### config.mk
export PLATFORM = sky130hd
export DESIGN_NAME = llrb_ram
export DESIGN_NICKNAME = d
export VERILOG_FILES = /design/src/rtl/llrb_ram.sv
export SDC_FILE = /design/constraint.sdc
export NUM_CORES = 1
export LEC_CHECK = 0
export BUFFER_PORTS_ARGS = -buffer_cell sky130_fd_sc_hd__clkbuf_2
export CAP_MARGIN = 40
export CORE_UTILIZATION = 44
export CTS_BUF_LIST = sky130_fd_sc_hd__clkbuf_4 sky130_fd_sc_hd__clkbuf_8
export CTS_CLUSTER_DIAMETER = 60
export DETAILED_ROUTE_END_ITERATION = 6
export PLACE_DENSITY_LB_ADDON = 0.1
export SLEW_MARGIN = 10
export SYNTH_ARGS = -nofsm -noshare
export SYNTH_HDL_FRONTEND = slang
export SYNTH_SLANG_ARGS = --single-unit
### constraint.sdc
create_clock -name clock -period 2.55 [get_ports clock]
set_input_delay 0.51 -clock clock [delete_from_list [all_inputs] [get_ports clock]]
set_output_delay 0.51 -clock clock [all_outputs]
set_load 0.005 [all_outputs]
### src/rtl/llrb_ram.sv
// ----------------------------------------------------------------------------
// llrb_ram
// Simple dual-port synchronous RAM, one write and one registered read port.
// ----------------------------------------------------------------------------
`default_nettype none

module llrb_ram #(
   parameter int WIDTH = 8,
   parameter int DEPTH = 16,
   localparam int AW   = $clog2(DEPTH)
) (
   input  wire logic             clock,
   input  wire logic             we,
   input  wire logic [AW-1:0]    waddr,
   input  wire logic [WIDTH-1:0] wdata,
   input  wire logic [AW-1:0]    raddr,
   output logic      [WIDTH-1:0] rdata
);

   logic [WIDTH-1:0] mem_ff [DEPTH];
   logic [WIDTH-1:0] rdata_ff;

   always_ff @(posedge clock) begin
      if (we) begin
         mem_ff[waddr] <= wdata;
      end
      rdata_ff <= mem_ff[raddr];
   end

   assign rdata = rdata_ff;

endmodule

`default_nettype wire

==> run_results.csv <==
group,metric,value,unit
timing,period_share,66.0,%
final_layout,layout_commonest_cell,"edfxtp_1",
synthesis,yosys_warnings,0,
place,dp_slack,0.403,ns
clocking,cts_sinks,136,
flow_run,cap_violations,0,
power_and_ir_drop,power_density,739,nW/um2
setup_path,arrival,1.98,ns
global_routing,overflow,0,
floorplan,start_util,45.1,%
drt,wl_per_cell,21.1,um
final_layout,layout-drive-gt1-share,30.3,%
synthesis,yosysSeqAreaShare,77.8,%
drt,drt_wl_total,9230,um
power_and_ir_drop,peakVddDrop,0.395,mV
setup_path,cp_cell_sequence,"clkbuf_2, buf_12, mux4_1, a22oi_1, nand2_1",
timing,setup_viol,0,
drt,ant_nets,0,
drt,drc,0,
global_routing,grt_max_degree,30,
setup_path,critPathMaxStageDelay,0.58,ns
drt,viasPerCell,5.41,
global_routing,grt_pass1_wl,14100,um
setup_path,slowest_stage,"mux4_1",
timing,layout_min_cycle_time,1.68,ns
clocking,holdBufCountCts,0,
synthesis,synth_area,5150,um2
hold_path,hold-path-cell-count,1,
clocking,worstSkewPairLatency,0.42,ns
clocking,cts.repair.resized,0,
setup_path,path_class,"in2reg",
setup_path,worst-endpoint-required,2.85,ns
timing,worstMarginPinSlew,0.755,ns
clocking,h-tree-depth,4,
synthesis,yosys.area.top_type,"edfxtp_1",
synthesis,ys_ff_latch,136,
synthesis,synth_area_leaders,"edfxtp_1, mux4_2, mux4_1",
floorplan,core_area,11400,um2
hold_path,hp-class,"in2reg",
timing,slew_headroom,49.6,%
timing,fmax,595,MHz
drt,vias,2365,
clocking,root_buffer,"clkbuf_8",
timing,rsz0062_at_grt,"false",
synthesis,syn_nets,247,
timing,setup_ws,0.868,ns
power_and_ir_drop,p_leak,1.99,nW
synthesis,synth_top_area_share,74.7,%
setup_path,crit_family,"multiplexers",
setup_path,reg2regPathDepth,3,
timing,finClkSkew,0.00834,ns
synthesis,avgSynthCellArea,22.5,um2
synthesis,synth_cells,229,
timing,setup_tns,0,ns
global_routing,antenna_found_initial,0,
setup_path,cp_num_buf_inv,2,
run_status,status,"finished, final reports clean",
final_layout,areaGrowthSynthToFinish,14.4,%
setup_path,cp_max_fo,29,
timing,slew_viol_final,0,
clocking,clock_path_buffers,2,
synthesis,synth_cell_types,19,
clocking,post_cts_buffers,0,
floorplan,rows,39,
clocking,cts-buffers-inserted,17,
final_layout,layout_common_cells,"edfxtp_1, clkbuf_2, mux4_2",
floorplan,dieArea,12100,um2
place,post-dp-hpwl,5940,um
drt,first_iter_violations,142,
place,io_buffers,25,
clocking,cts_tree,"built",
place,gp_congestion,0.692,
setup_path,cp-end-kind,"register",
setup_path,startpoint_type,"input port",
floorplan,fp.dieH,110,um
drt,first_pass_iters,4,
final_layout,n_antenna_cell,0,
global_routing,grt_pass1_vias,2488,
floorplan,fp.dieW,110,um
final_layout,layout.nets,299,
floorplan,pin_count,26,
final_layout,fillers,949,
clocking,clkTransAtPathRegs,0.07,ns
global_routing,grt_use_total,17.4,%
setup_path,worst-path-stages,5,
timing,hold_viol_final,0,
## area by class of cell
cell class                      instances  area [um2]  share of cell area (%)
Timing Repair Buffer                   43         285                    4.84
Clock buffer                           20         256                    4.35
Multi-Input combinational cell         83        1060                    17.9
Sequential cell                       136        4000                    68.0
Tap cell                              143         179                    3.04
Clock inverter                         12         109                    1.85
## flip-flops by register name, indices dropped and copies added, names as in the netlist
name	flops
mem_ff	128
rdata	8
## kinds of logic after synthesis
logic type             after synthesis  share of synthesized area (%)
buffers and inverters               10                           1.68
AOI/OAI and AO/OA                   16                           2.33
DFF                                136                           77.8
and+or+nand+nor                     35                           3.18
muxes                               32                           15.0
## layer usage
| metal | routed length [um] | vias to the layer above | global-route usage (%) |
|---|---|---|---|
| li1 | - | 1078 | - |
| met5 | 0 | - | 0 |
| met3 | 328 | 2 | 4.70 |
| met2 | 4620 | 41 | 27.6 |
| met1 | 4240 | 1244 | 23.0 |
| met4 | 42 | 0 | 6.77 |
## through the flow
stage          cells  total power [W]  utilization (%)  hold WS (ns)  area [um2]
2_1_floorplan    229          0.00268                -         0.609        5150
3_3_place_gp     405          0.00279             48.4         0.658        5530
3_5_place_dp     405          0.00279             48.4         0.665        5530
4_1_cts          437          0.00440             51.6         0.479        5890
5_1_grt          437          0.00452             51.6         0.503        5890
6_report         437          0.00435             51.6         0.509        5890
## power by group
group | internal [W] | leakage (nW) | switching, W
Clock | 0.000878 | 0.184 | 0.000741
Sequential | 0.00250 | 1.22 | 0.0000144
Combinational | 0.0000986 | 0.579 | 0.000124
## path summary, 6_finish.rpt
| check | startpoint | end | slack [ns] |
|---|---|---|---|
| min reg2reg | mem_ff[10][1] | rdata[1] | 0.68 |
| min | wdata[7] | mem_ff[0][7] | 0.51 |
| max | raddr[0] | rdata[0] | 0.87 |
| max reg2reg | mem_ff[1][0] | rdata[0] | 1.12 |
## cells in the mapped netlist (all sizes together)
cell	instances
nor3	4
dfxtp	8
a22oi	16
and2b	1
nand3	1
clkdlybuf4s25	3
buf	7
nor2	13
nor2b	1
and2	1
or3b	1
nand2	9
nand2b	2
edfxtp	128
nand3b	2
mux4	32
Power figures use the tool's default switching activity.
