File: config.mk
export PLATFORM = sky130hd
export DESIGN_NAME = llrb_seq
export DESIGN_NICKNAME = d
export VERILOG_FILES = /design/src/rtl/llrb_pkg.sv /design/src/rtl/llrb_seq.sv
export SDC_FILE = /design/constraint.sdc
export NUM_CORES = 1
export LEC_CHECK = 0
export ABC_CLOCK_PERIOD_IN_PS = 3850
export BUFFER_PORTS_ARGS = -buffer_cell sky130_fd_sc_hd__buf_2
export CORE_ASPECT_RATIO = 1.2
export CORE_MARGIN = 2
export CORE_UTILIZATION = 40
export CTS_BUF_LIST = sky130_fd_sc_hd__clkbuf_2
export DETAILED_ROUTE_END_ITERATION = 16
export PLACE_DENSITY = 0.69
export SETUP_SLACK_MARGIN = 0.5
export SYNTH_ARGS = -nofsm -noshare
export SYNTH_HDL_FRONTEND = slang
export SYNTH_SLANG_ARGS = --single-unit
File: constraint.sdc
create_clock -name clock -period 3.85 [get_ports clock]
set_input_delay 0.1925 -clock clock [delete_from_list [all_inputs] [get_ports clock]]
set_output_delay 0.1925 -clock clock [all_outputs]
set_load 0.05 [all_outputs]
File: src/rtl/llrb_pkg.sv
// ----------------------------------------------------------------------------
// llrb_pkg
// Shared constants, types and helpers of the last-lines ring buffer.
// ----------------------------------------------------------------------------
`default_nettype none

package llrb_pkg;

   localparam int LINE_SLOTS   = 128;
   localparam int MAX_LINE     = 128;
   localparam int TAIL_DEFAULT = 10;

   localparam int SLOT_W     = $clog2(LINE_SLOTS);
   localparam int LINE_W     = $clog2(MAX_LINE);
   localparam int CNT_W      = $clog2(LINE_SLOTS + 1);
   localparam int TAIL_W     = (CNT_W > 8) ? CNT_W : 8;
   localparam int TEXT_DEPTH = LINE_SLOTS * MAX_LINE;
   localparam int TEXT_AW    = $clog2(TEXT_DEPTH);
   localparam int SUM_W      = SLOT_W + 2;

   localparam logic [7:0] NEWLINE = 8'd10;

   localparam logic REQ_DATA = 1'b0;
   localparam logic REQ_READ = 1'b1;

   typedef enum logic [1:0] {
      ST_IDLE,
      ST_SETUP,
      ST_FETCH,
      ST_READ
   } state_type;

   typedef struct packed {
      logic               we;
      logic [TEXT_AW-1:0] waddr;
      logic [7:0]         wdata;
      logic [TEXT_AW-1:0] raddr;
   } text_port_type;

   typedef struct packed {
      logic              we;
      logic [SLOT_W-1:0] waddr;
      logic [LINE_W-1:0] wdata;
      logic [SLOT_W-1:0] raddr;
   } len_port_type;

   typedef struct packed {
      logic       strobe;
      logic [7:0] out_byte;
      logic       end_of_line;
      logic       end_of_tail;
      logic       empty_res;
   } rsp_type;

   function automatic logic [SLOT_W-1:0] slot_inc(input logic [SLOT_W-1:0] slot);
      logic [SLOT_W-1:0] nxt;
      nxt = (slot == SLOT_W'(LINE_SLOTS - 1)) ? '0 : slot + 1'b1;
      return nxt;
   endfunction

   function automatic logic [TEXT_AW-1:0] text_addr(input logic [SLOT_W-1:0] slot,
                                                    input logic [LINE_W-1:0] offset);
      logic [TEXT_AW-1:0] addr;
      addr = TEXT_AW'(slot) * TEXT_AW'(MAX_LINE) + TEXT_AW'(offset);
      return addr;
   endfunction

endpackage

`default_nettype wire

File: src/rtl/llrb_seq.sv
// ----------------------------------------------------------------------------
// llrb_seq
// Line ring pointers and transaction sequencer: fills line slots, commits
// lines, and walks the retained tail through the memories.
// ----------------------------------------------------------------------------
`default_nettype none

module llrb_seq import llrb_pkg::*; (
   input  wire logic              clock,
   input  wire logic              reset,
   input  wire logic              start,
   input  wire logic              req_type,
   input  wire logic [7:0]        data_byte,
   input  wire logic [TAIL_W-1:0] tail,
   input  wire logic [7:0]        text_rdata,
   input  wire logic [LINE_W-1:0] len_rdata,
   output logic                   busy,
   output text_port_type          text_port,
   output len_port_type           len_port,
   output rsp_type                rsp
);

   state_type         state_ff, state_in;
   logic [SLOT_W-1:0] write_slot_ff, write_slot_in;
   logic [CNT_W-1:0]  stored_ff, stored_in;
   logic [LINE_W-1:0] partial_ff, partial_in;
   logic              reading_ff, reading_in;
   logic [SLOT_W-1:0] read_slot_ff, read_slot_in;
   logic [LINE_W-1:0] read_offset_ff, read_offset_in;
   logic [CNT_W-1:0]  lines_left_ff, lines_left_in;
   rsp_type           rsp_ff, rsp_in;

   logic [LINE_W-1:0] partial_plus;
   logic [CNT_W-1:0]  stored_next;
   logic [CNT_W-1:0]  tail_n;
   logic [SUM_W-1:0]  slot_sum;
   logic              eol;

   always_ff @(posedge clock) begin
      if (reset) begin
         state_ff       <= ST_IDLE;
         write_slot_ff  <= '0;
         stored_ff      <= '0;
         partial_ff     <= '0;
         reading_ff     <= 1'b0;
         read_slot_ff   <= '0;
         read_offset_ff <= '0;
         lines_left_ff  <= '0;
         rsp_ff         <= '0;
      end else begin
         state_ff       <= state_in;
         write_slot_ff  <= write_slot_in;
         stored_ff      <= stored_in;
         partial_ff     <= partial_in;
         reading_ff     <= reading_in;
         read_slot_ff   <= read_slot_in;
         read_offset_ff <= read_offset_in;
         lines_left_ff  <= lines_left_in;
         rsp_ff         <= rsp_in;
      end
   end

   always_comb begin
      partial_plus = partial_ff + 1'b1;
      stored_next  = (stored_ff == CNT_W'(LINE_SLOTS)) ? stored_ff : stored_ff + 1'b1;
      tail_n       = (TAIL_W'(stored_ff) < tail) ? stored_ff : CNT_W'(tail);
      slot_sum     = SUM_W'(write_slot_ff) + SUM_W'(LINE_SLOTS) - SUM_W'(tail_n);
      if (slot_sum >= SUM_W'(LINE_SLOTS)) begin
         slot_sum = slot_sum - SUM_W'(LINE_SLOTS);
      end
      eol = ((LINE_W + 1)'(read_offset_ff) + 1'b1) >= (LINE_W + 1)'(len_rdata);

      state_in       = state_ff;
      write_slot_in  = write_slot_ff;
      stored_in      = stored_ff;
      partial_in     = partial_ff;
      reading_in     = reading_ff;
      read_slot_in   = read_slot_ff;
      read_offset_in = read_offset_ff;
      lines_left_in  = lines_left_ff;
      rsp_in         = '0;

      text_port.we    = 1'b0;
      text_port.waddr = text_addr(write_slot_ff, partial_ff);
      text_port.wdata = data_byte;
      text_port.raddr = text_addr(read_slot_ff, read_offset_ff);
      len_port.we     = 1'b0;
      len_port.waddr  = write_slot_ff;
      len_port.wdata  = partial_plus;
      len_port.raddr  = read_slot_ff;

      case (state_ff)
         ST_IDLE: begin
            if (start) begin
               if (req_type == REQ_DATA) begin
                  if (!reading_ff) begin
                     text_port.we = 1'b1;
                     if (data_byte == NEWLINE || partial_plus >= LINE_W'(MAX_LINE - 1)) begin
                        len_port.we   = 1'b1;
                        write_slot_in = slot_inc(write_slot_ff);
                        stored_in     = stored_next;
                        partial_in    = '0;
                     end else begin
                        partial_in = partial_plus;
                     end
                  end
               end else if (!reading_ff) begin
                  // commit the pending partial line
                  if (partial_ff != '0) begin
                     len_port.we    = 1'b1;
                     len_port.wdata = partial_ff;
                     write_slot_in  = slot_inc(write_slot_ff);
                     stored_in      = stored_next;
                     partial_in     = '0;
                  end
                  state_in = ST_SETUP;
               end else if (lines_left_ff == '0) begin
                  rsp_in.strobe    = 1'b1;
                  rsp_in.empty_res = 1'b1;
               end else begin
                  state_in = ST_READ;
               end
            end
         end
         ST_SETUP: begin
            lines_left_in  = tail_n;
            read_slot_in   = SLOT_W'(slot_sum);
            read_offset_in = '0;
            reading_in     = 1'b1;
            if (tail_n == '0) begin
               rsp_in.strobe    = 1'b1;
               rsp_in.empty_res = 1'b1;
               state_in         = ST_IDLE;
            end else begin
               state_in = ST_FETCH;
            end
         end
         ST_FETCH: begin
            state_in = ST_READ;
         end
         ST_READ: begin
            rsp_in.strobe      = 1'b1;
            rsp_in.out_byte    = text_rdata;
            rsp_in.end_of_line = eol;
            rsp_in.end_of_tail = eol && (lines_left_ff == CNT_W'(1));
            if (eol) begin
               read_offset_in = '0;
               read_slot_in   = slot_inc(read_slot_ff);
               lines_left_in  = lines_left_ff - 1'b1;
            end else begin
               read_offset_in = read_offset_ff + 1'b1;
            end
            state_in = ST_IDLE;
         end
         default: begin
            state_in = ST_IDLE;
         end
      endcase
   end

   assign busy = (state_ff != ST_IDLE);
   assign rsp  = rsp_ff;

endmodule

`default_nettype wire

==> run metrics <==
status=finished, final reports clean; Synth Area in Compound Gates=18.2%; Max Cap Viol=0; Worst slew margin=39.3%; grt ovf=0; critical path class=reg2reg; Reg-to-Reg Start=stored_ff[2]; RePlAce Congestion=0.887; drt initial violations=235; slowest stage delay, CP=0.39 ns; Slew @ Worst Pin=0.907 ns; Sw Share=34.1%; internal reg-to-reg setup slack=0.55 ns; Avg Vias per Cell=5.23; hold path depth=4; placed cell areas=4350 sq um; Core ar.=9520 sq um; DR vias=3728; CP max FO=5; CP Launch Type=register; CTS clk-pin slew, worst paths=0.18 ns; Synth area leader=dfxtp_1; worst min-delay path class=in2reg; Synth Area in Adders=10.1%; clk buf depth=2; largest family of logic cells by synthesized area=simple AND/OR/NAND/NOR gates; Synthesized Nets=555; nets@finish=649; FF+latch count, synth=59; Gate power share=21.0%; slowest CP cell=dfxtp_4; length of the first detailed-routing pass in iterations=4; layout cells sized above 1=26.6%; DRT antenna net count=0; Ports=107; TritonCTS Buffers=9; crit path time final=3.30 ns; first-pass GRT wire length=15500 um; CTS tree=yes; Power Internal=0.861 mW; die extent in y=112 um; Async S/R FF share, synth=0%; Port Buffers=106; initial antenna violation count=0; worst vdd ir=0.161 mV; area share of xor/xnor cells in the synthesized design=7.65%; Fin Setup TNS=0 ns; sequential area share after synthesis=30.3%; Hold Crit Start=start; Synth Area in Simple Gates=23.3%; Initial Util=40.9%; top post-synthesis cells by area=dfxtp_1, ha_1, nor2_1; largest net degree at the start of global routing=41; Synth warnings=0; Finished Cell Area=4660 sq um; Seq pwr share=48.9%; final slew viol count=0; RSZ-0062 raised after global routing=no; Syn Area/Cell=7.93 sq um; Gate Count Post-Synth=491; Root Buffer=clkbuf_2; die width=94.1 um; Cell Rows=39; H-tree levels=3; top_reg_cell synth=dfxtp_1; Detailed Route WL=9670 um; gr usage total=18.0%; Final Setup Violations=0; Lkg Pwr=2.20 nW; vias in the first global route=3401; DRC=0; final setup skew=0.0224 ns; Syn Std Cell Area=3890 sq um; antenna diode count=0; FMAX=303 MHz; Area Overhead vs Synth=19.7%; final period utilization=85.8%; reg2reg end=read_slot_ff[5]; Cell Pwr Density=280 nW/um^2; worst path cell trace=ha_1 -> a211oi_2 -> o21ai_2 -> a21o_4 -> o21ai_1 -> ha_2 -> inv_1 -> a21o_1 -> nor2_1 -> a221oi_1 -> a311o_1 -> maj3_2 -> nand3_1 -> o221ai_1; mux contribution to synthesized area=0.610%; CP Data Required Time=4.24 ns; final hold vios=0; wire length per cell=13.6 um; Hold Path Sink=rsp[0]; clock sink count=59; Post-synth EDFFs=0; Skew-Pair Late Insertion Delay=0.51 ns; worst reg2reg path depth=14; Die ar.=10500 sq um; Worst EP arrival=3.70 ns; Psw=0.445 mW; hpwl dp=7110 um; clock share of power=30.1%; Yosys top cell area share=30.3%; Synth cell types=64; crit end category=register
-- logic make-up after synthesis --
family,Yosys count
xor+xnor,34
compound gates,103
buf+inv,74
flops,59
simple gates,188
mux,2
fa+ha+maj,31
-- synth_stat cells, types with 7 or more instances --
cell / count
dfxtp_1: 59
nand2_1: 43
a21oi_1: 25
xnor2_1: 14
clkbuf_1: 10
and2_1: 14
nor2_1: 69
ha_1: 28
a31oi_1: 7
nand3_1: 16
nand4_1: 7
inv_1: 33
buf_4: 25
xor2_1: 20
o21ai_0: 26
-- layout by cell type (no fill, tap or decap), types with 16 or more instances in the layout --
cell,count
buf_2,106
dfxtp_1,56
inv_1,33
nor2_1,69
xor2_1,20
nand2_1,43
ha_1,27
o21ai_0,24
nand3_1,16
a21oi_1,23
-- power groups by stage --
stage / combinational [mW] / sequential, mW / clock (mW)
4_1_cts: 0.270 / 0.639 / 0.407
5_1_grt: 0.299 / 0.642 / 0.437
6_report: 0.274 / 0.638 / 0.393
3_3_place_gp: 0.256 / 0.651 / 0
3_5_place_dp: 0.260 / 0.652 / 0
2_1_floorplan: 0.184 / 0.671 / 0
-- layer usage --
layer	global-route usage (%)	vias up	part of all wire (%)
met1	22.7	1726	44
met4	7.15	0	1.7
met5	0	-	0
met2	30.6	111	48
li1	-	1875	-
met3	2.89	16	5.3
-- per-stage QoR --
stage	util [%]	total power [mW]	setup WS (ns)	std cells	hold slack, ns
after CTS	48.1	1.32	0.534	706	0.0398
after detailed placement	45.7	0.912	0.154	682	0.397
after global routing	49.0	1.38	0.429	713	0.0741
final	49.0	1.31	0.548	713	0.0811
after global placement	45.7	0.907	0.326	682	0.392
after floorplan	-	0.855	0.571	491	0.314
-- critical path: cells and delay by family, from the launching register on --
kind	cells	cell delay, ns
AOI/OAI and AO/OA	8	1.67
adders and majority gates	3	0.88
DFF	1	0.39
and+or+nand+nor	2	0.18
buffers and inverters	1	0.06
-- repair_timing --
action	4_1_cts	5_1_grt
setup buffers	0	6
pin swaps	1	5
hold endpoints to repair	8	0
resized for setup	10	9
gates cloned	0	1
endpoints found under the setup margin	5	5
hold buffers	8	0
-- area by class of cell --
cell class | count | area, sq um
fillers | 959 | 4850
multi-input cells | 359 | 2410
flip-flops and latches | 59 | 1190
repair buffers | 122 | 671
well taps | 123 | 154
inverters | 34 | 128
clock inverters | 7 | 68.8
clock buffers | 9 | 45.0
-- registers in the layout, indices dropped and copies added (netlist names), 2 cells and up --
signal and count:
partial_ff 7, state_ff 2, read_offset_ff 7, stored_ff 8, lines_left_ff 8, write_slot_ff 7, rsp 12, read_slot_ff 7
-- worst max-delay path by stage --
| stage | start | endpoint | slack [ns] | depth (start not counted) |
|---|---|---|---|---|
| 2_1_floorplan | stored_ff[2] | read_slot_ff[5] | 0.57 | 14 |
| 3_3_place_gp | stored_ff[2] | read_slot_ff[5] | 0.33 | 14 |
| 3_5_place_dp | stored_ff[2] | read_slot_ff[4] | 0.15 | 15 |
| 4_1_cts | stored_ff[2] | read_slot_ff[6] | 0.53 | 15 |
| 5_1_grt | stored_ff[2] | read_slot_ff[5] | 0.43 | 14 |
| 6_report | stored_ff[2] | read_slot_ff[5] | 0.55 | 14 |
No activity file was read; power rests on OpenSTA's default activity.
